<file path="config.mk">
export PLATFORM = sky130hd
export DESIGN_NAME = bine_ram
export DESIGN_NICKNAME = d
export VERILOG_FILES = /design/src/design/bine_pkg.sv /design/src/design/bine_ram.sv
export SDC_FILE = /design/constraint.sdc
export NUM_CORES = 2
export LEC_CHECK = 0
export BUFFER_PORTS_ARGS = -buffer_cell sky130_fd_sc_hd__buf_4
export CAP_MARGIN = 40
export CORE_ASPECT_RATIO = 1.25
export CORE_MARGIN = 8
export CORE_UTILIZATION = 55
export DETAILED_ROUTE_END_ITERATION = 10
export GPL_TIMING_DRIVEN = 0
export PLACE_DENSITY_LB_ADDON = 0.08
export SETUP_SLACK_MARGIN = 0.5
export SYNTH_ARGS = -nofsm -noshare
export SYNTH_HDL_FRONTEND = slang
export SYNTH_SLANG_ARGS = --single-unit
</file>
<file path="constraint.sdc">
create_clock -name clock -period 2.65 [get_ports clock]
set_input_delay 0 -clock clock [delete_from_list [all_inputs] [get_ports clock]]
set_output_delay 0 -clock clock [all_outputs]
set_load 0.005 [all_outputs]
</file>
<file path="src/design/bine_pkg.sv">
// Package for the B+ tree internal node engine.
// Holds the request and response structs, opcodes and status codes. No dependencies.
package bine_pkg;

   localparam int CAPACITY_DEF  = 64;
   localparam int KEY_WIDTH_DEF = 32;

   localparam int OP_W     = 3;
   localparam int SKEY_W   = 32;
   localparam int CHILD_W  = 31;
   localparam int POS_W    = 6;
   localparam int NCOUNT_W = 7;
   localparam int STATUS_W = 2;

   localparam logic [OP_W-1:0] OP_LOOKUP  = 3'd0;
   localparam logic [OP_W-1:0] OP_NEWROOT = 3'd1;
   localparam logic [OP_W-1:0] OP_INSERT  = 3'd2;
   localparam logic [OP_W-1:0] OP_REMOVE  = 3'd3;
   localparam logic [OP_W-1:0] OP_APPEND  = 3'd4;
   localparam logic [OP_W-1:0] OP_PREPEND = 3'd5;
   localparam logic [OP_W-1:0] OP_SPLIT   = 3'd6;
   localparam logic [OP_W-1:0] OP_CLEAR   = 3'd7;

   localparam logic [STATUS_W-1:0] ST_OK      = 2'd0;
   localparam logic [STATUS_W-1:0] ST_FULL    = 2'd1;
   localparam logic [STATUS_W-1:0] ST_BAD_POS = 2'd2;
   localparam logic [STATUS_W-1:0] ST_NO_ANCH = 2'd3;

   typedef struct packed {
      logic [OP_W-1:0]    op;
      logic [SKEY_W-1:0]  search_key;
      logic [CHILD_W-1:0] child_id;
      logic [CHILD_W-1:0] anchor_child;
      logic [POS_W-1:0]   position;
   } req_type;

   typedef struct packed {
      logic [CHILD_W-1:0]  child_out;
      logic                child_valid;
      logic [SKEY_W-1:0]   key_out;
      logic [NCOUNT_W-1:0] new_count;
      logic [STATUS_W-1:0] status;
      logic                last;
   } rsp_type;

endpackage

</file>
<file path="src/design/bine_ram.sv">
// Entry storage of the node: key and child arrays, one write and one read port.
// Separate write enables for key and child; read data registered. Uses bine_pkg.
module bine_ram
   import bine_pkg::*;
#(
   parameter int DEPTH = CAPACITY_DEF,
   parameter int KW    = KEY_WIDTH_DEF
) (
   input  logic                     clock,
   input  logic                     rd_en,
   input  logic [$clog2(DEPTH)-1:0] rd_addr,
   output logic [KW-1:0]            rd_key,
   output logic [CHILD_W-1:0]       rd_child,
   input  logic [$clog2(DEPTH)-1:0] wr_addr,
   input  logic                     we_key,
   input  logic                     we_child,
   input  logic [KW-1:0]            wr_key,
   input  logic [CHILD_W-1:0]       wr_child
);

   logic [KW-1:0]      key_mem [DEPTH];
   logic [CHILD_W-1:0] child_mem [DEPTH];

   always_ff @(posedge clock) begin
      if (we_key) begin
         key_mem[wr_addr] <= wr_key;
      end
      if (we_child) begin
         child_mem[wr_addr] <= wr_child;
      end
      if (rd_en) begin
         rd_key   <= key_mem[rd_addr];
         rd_child <= child_mem[rd_addr];
      end
   end

endmodule

</file>
# --- Word level (Yosys, flattened, before mapping) ---
# Memories as Yosys holds them, arrays and structs flattened. A register that Yosys moved wholly into a read port is not among the register bits.
# Cells that the tools add are included.
# Widths: inputs -> output; s select.
totals:
  memories: 2
  word_cells: 6
  ramBits: 4032
  ff_bits: 0
op_classes:
  muxes: 4
memory_table:
  columns: ["name", "words", "width", "read_ports", "rd_ports_with_merged_regs", "write_ports", "line", "rtl"]
  rows:
  - ["key_mem", 64, 32, 1, 1, 1, "bine_ram.sv:21", "logic [KW-1:0] key_mem [DEPTH];"]
  - ["child_mem", 64, 31, 1, 1, 1, "bine_ram.sv:22", "logic [CHILD_W-1:0] child_mem [DEPTH];"]
op_table:
  columns: ["cell", "n"]
  rows:
  - ["$mux 1", 4]

# --- Depth between registers and ports, before layout ---
depth:
  ltp_word: 2
  ltp_mapped: 10
  ltp_nobuf: 5

# --- Least setup slack after synthesis ---
# OpenSTA, ideal clock, no wires.
synth_timing:
  path_type: "input to register"
  from: "in wr_addr[1]"
  to: "mem key_mem[42][0] (netlist name), enable pin"
  t_required_ps: 2229
  arrival_time_ps: 2445
  path_stages: 6
  path_buffers: 2
  path_slack_ps: -216
  path_cell_list: "clkbuf_1 -> or3b_2 -> clkbuf_1 -> inv_1 -> nand2_1 -> nor2_1"
synth_rtl:
  columns: ["item", "line", "rtl"]
  rows:
  - ["start, declared", "bine_ram.sv:14", "input logic [$clog2(DEPTH)-1:0] wr_addr,"]
  - ["end, declared", "bine_ram.sv:21", null]
# No word-level cell before the write port.

==> flow_metrics.py <==
metrics = {
    "worst_setup_path": {
        "cp_common_cell": "buf_6",
        "path_cells": "buf_4, buf_6, buf_6, buf_8, buf_2, mux2i_1, o22ai_1, a31oi_1, nor2_2",
        "r2r_cells": 5,
        "arrival_ns": 3.12,
        "path_depth": 9,
        "start_kind": "input pin",
        "critPathTopFamily": "buffers and inverters",
        "setup.worst_path.start": "rd_addr[2]",
        "cp_slowest_cell": "o22ai_1",
        "cpPeakStageDelay_ns": 0.70,
        "critPathCaptureType": "register",
        "r2r_start": "child_mem[3][4]$_DFFE_PP_",
        "path_buf_inv": 5,
        "cp.required_ns": 3.41,
        "critPathKind": "in2reg",
        "worstPathMaxFanout": 10,
    },
    "logic_synthesis": {
        "ys_ff_latch": 4095,
        "ys_types": 34,
        "yosysTopAreaCell": "edfxtp_1",
        "synth_warnings": 0,
        "avgSynthCellArea_um2": 22.9,
        "synth_top_area_frac": 0.793,
        "syn_area_um2": 155000,
        "synth_seq_area_share": 0.793,
        "synthTopCellsByArea": "edfxtp_1 (79%), mux4_2 (15%), mux2i_1 (0.85%)",
        "synth_nets": 6851,
        "synthCells": 6772,
    },
    "sta": {
        "rsz0062_at_grt": "yes",
        "fin_crit_sh": 0.889,
        "max_freq_mhz": 424,
        "skew_ns": 0.0363,
        "setup_viol": 0,
        "hold-worst-slack_ns": 0.0603,
        "drv_slew": 0,
        "finalHoldViolations": 0,
        "tightest_slew_ns": 1.02,
        "min_period_ns": 2.36,
        "maxSlewHeadroom": 0.323,
    },
    "power_and_ir_drop": {
        "combPwrFrac": 0.062,
        "pwr-share-clk": 0.403,
        "seq_power_share": 0.535,
        "total_power_uw": 135000,
        "powerDensity_nw_per_um2": 740,
        "netSwitchingFraction": 0.221,
        "ir_drop_uv": 643,
        "netSwitchingPower_uw": 29700,
        "internal_power_uw": 105000,
        "leakage_uw": 0.0568,
    },
    "clocking": {
        "cts_buffers": 387,
        "root_buffer": "clkbuf_16",
        "cts.reportedPaths.clkPinSlew_ns": 0.07,
        "worstSkewPairLatency_ns": 0.92,
        "cts_tree": "yes",
        "htree_levels": 5,
        "clockBufferDepth": 4,
        "cts_sinks": 4095,
    },
    "routing": {
        "highest_layer": "met5",
        "first_pass_iters": 7,
        "drc": 0,
        "drt_wl_total_um": 469000,
        "met3_length_um": 48900,
        "vias": 79100,
        "drtIter0Drc": 12100,
        "wl_per_cell_um": 39.9,
        "antenna_left": 0,
        "viasPerCell": 6.73,
        "wl_met1_um": 169000,
        "wl_met2_um": 225000,
    },
    "global_routing": {
        "antenna_found_initial": 47,
        "grt_pass1_wl_um": 638000,
        "grtUsageTotal": 0.308,
        "grt_max_degree": 65,
        "grt_pass1_vias": 78300,
        "grt_overflow": 0,
    },
    "finish": {
        "final_common_cell": "edfxtp_1",
        "final_cell_area_um2": 182000,
        "drive_gt1_frac": 0.322,
        "nets": 7765,
        "area_growth_pct": 17.2,
        "fin_cells": 11800,
        "mostFrequentLayoutCells": "edfxtp_1 (4095), mux4_2 (1008), clkbuf_16 (392)",
    },
    "die": {
        "rows": 218,
        "ios": 142,
        "dieArea_um2": 299000,
        "die_x_um": 491,
        "core_um2": 281000,
        "start_util": 0.552,
        "die_h_um": 610,
    },
    "place": {
        "placed_cell_area_um2": 167000,
        "dp_hpwl_um": 321000,
        "dp.cells": 10900,
        "io_buffers": 129,
        "gp_congestion": 0.886,
    },
    "hold_path": {
        "hp-class": "in2reg",
        "worstHoldStart": "wr_addr[3]",
        "min_path_cells": 4,
    },
    "run": {
        "drv_cap": 0,
    },
    "run_status": {
        "status": "finished, final reports clean",
    },
}
==> final timing paths <==
| path | to | slack (ns) |
|---|---|---|
| worst max-delay path | rd_child[2]$_DFFE_PP_ | 0.29 |
| worst min-delay path | key_mem[51][7]$_DFFE_PP_ | 0.06 |
| worst max register to register | rd_child[4]$_DFFE_PP_ | 0.38 |
| worst min register to register | rd_child[26]$_DFFE_PP_ | 0.96 |
==> kinds of logic (layout without fill, tap and decap cells) <==
family | after synthesis | after routing | share of synthesized area
AO/OA/AOI/OAI | 371 | 371 | 0.0172
buffers and inverters | 418 | 1645 | 0.0121
AND/OR/NAND/NOR | 747 | 747 | 0.0229
flip-flops | 4095 | 4095 | 0.793
other | 0 | 23 | 0
multiplexers | 1141 | 1141 | 0.155
==> metal layers <==
layer,vias to the layer above,GRT usage
li1,30800,-
met1,42500,0.419
met5,-,0
met4,4,0.135
met3,906,0.0627
met2,4978,0.492
==> repair_timing <==
action / CTS / global route
buffers inserted: 0 / 50
hold endpoints to repair: 4231 / 109
endpoints found under the setup margin: 63 / 354
hold buffers: 69 / 4
gates resized for setup: 368 / 61
pin swaps: 40 / 46
==> sequential cells by signal, summed over array words and instances, names as in the netlist <==
name,cells
rd_child,31
child_mem,1984
rd_key,32
key_mem,2048
==> area by class of cell <==
type                            instances  area [µm²]
Antenna cell                           23        57.6
Multi-Input combinational cell       2259       32400
Inverter                               30         113
Fill cell                           18300       99400
Clock buffer                          454       10000
Timing Repair Buffer                  525        7230
Tap cell                             3740        4680
Clock inverter                        248        2120
Buffer                                388        2180
Sequential cell                      4095      123000
==> cell usage after synthesis, drive strengths merged <==
master   count
nor2       177
edfxtp    4095
nand2      192
a31oi       17
a2111oi      1
o221ai      37
o22ai       82
a41oi       26
nand3b       6
o21ai       44
a2bb2oi     18
nand3      174
a22oi      126
nand2b       8
inv         30
mux2         1
a31o         1
or3b         4
a211oi      18
clkbuf     167
or2         28
nand4       84
buf        221
o211a        1
or3         30
and2         2
mux2i      132
nor2b       23
and3        19
mux4      1008
==> power by group through the flow <==
stage	Clock (µW)	Combinational [µW]	Sequential, µW
global route	56900	8500	72000
CTS	54600	8150	72000
finish	54200	8300	72000
detailed placement	0	7750	73400
global placement	0	7250	73400
floorplan	0	3370	73300
==> tightest hold or removal path, delay by kind of cell <==
family,cells,cell delay [ns]
AND/OR/NAND/NOR,2,0.34
buffers and inverters,2,0.44
==> per-stage QoR <==
step | worst slack, ns | setup TNS, ns | utilization
after floorplan | 0.00212 | 0 | -
after global placement | -3.01 | -6225.13 | 0.573
after detailed placement | -2.05 | -175.95 | 0.592
after CTS | 0.327 | 0 | 0.643
after global routing | 0.366 | 0 | 0.646
final | 0.294 | 0 | 0.646
(Power assumes the default switching activity.)
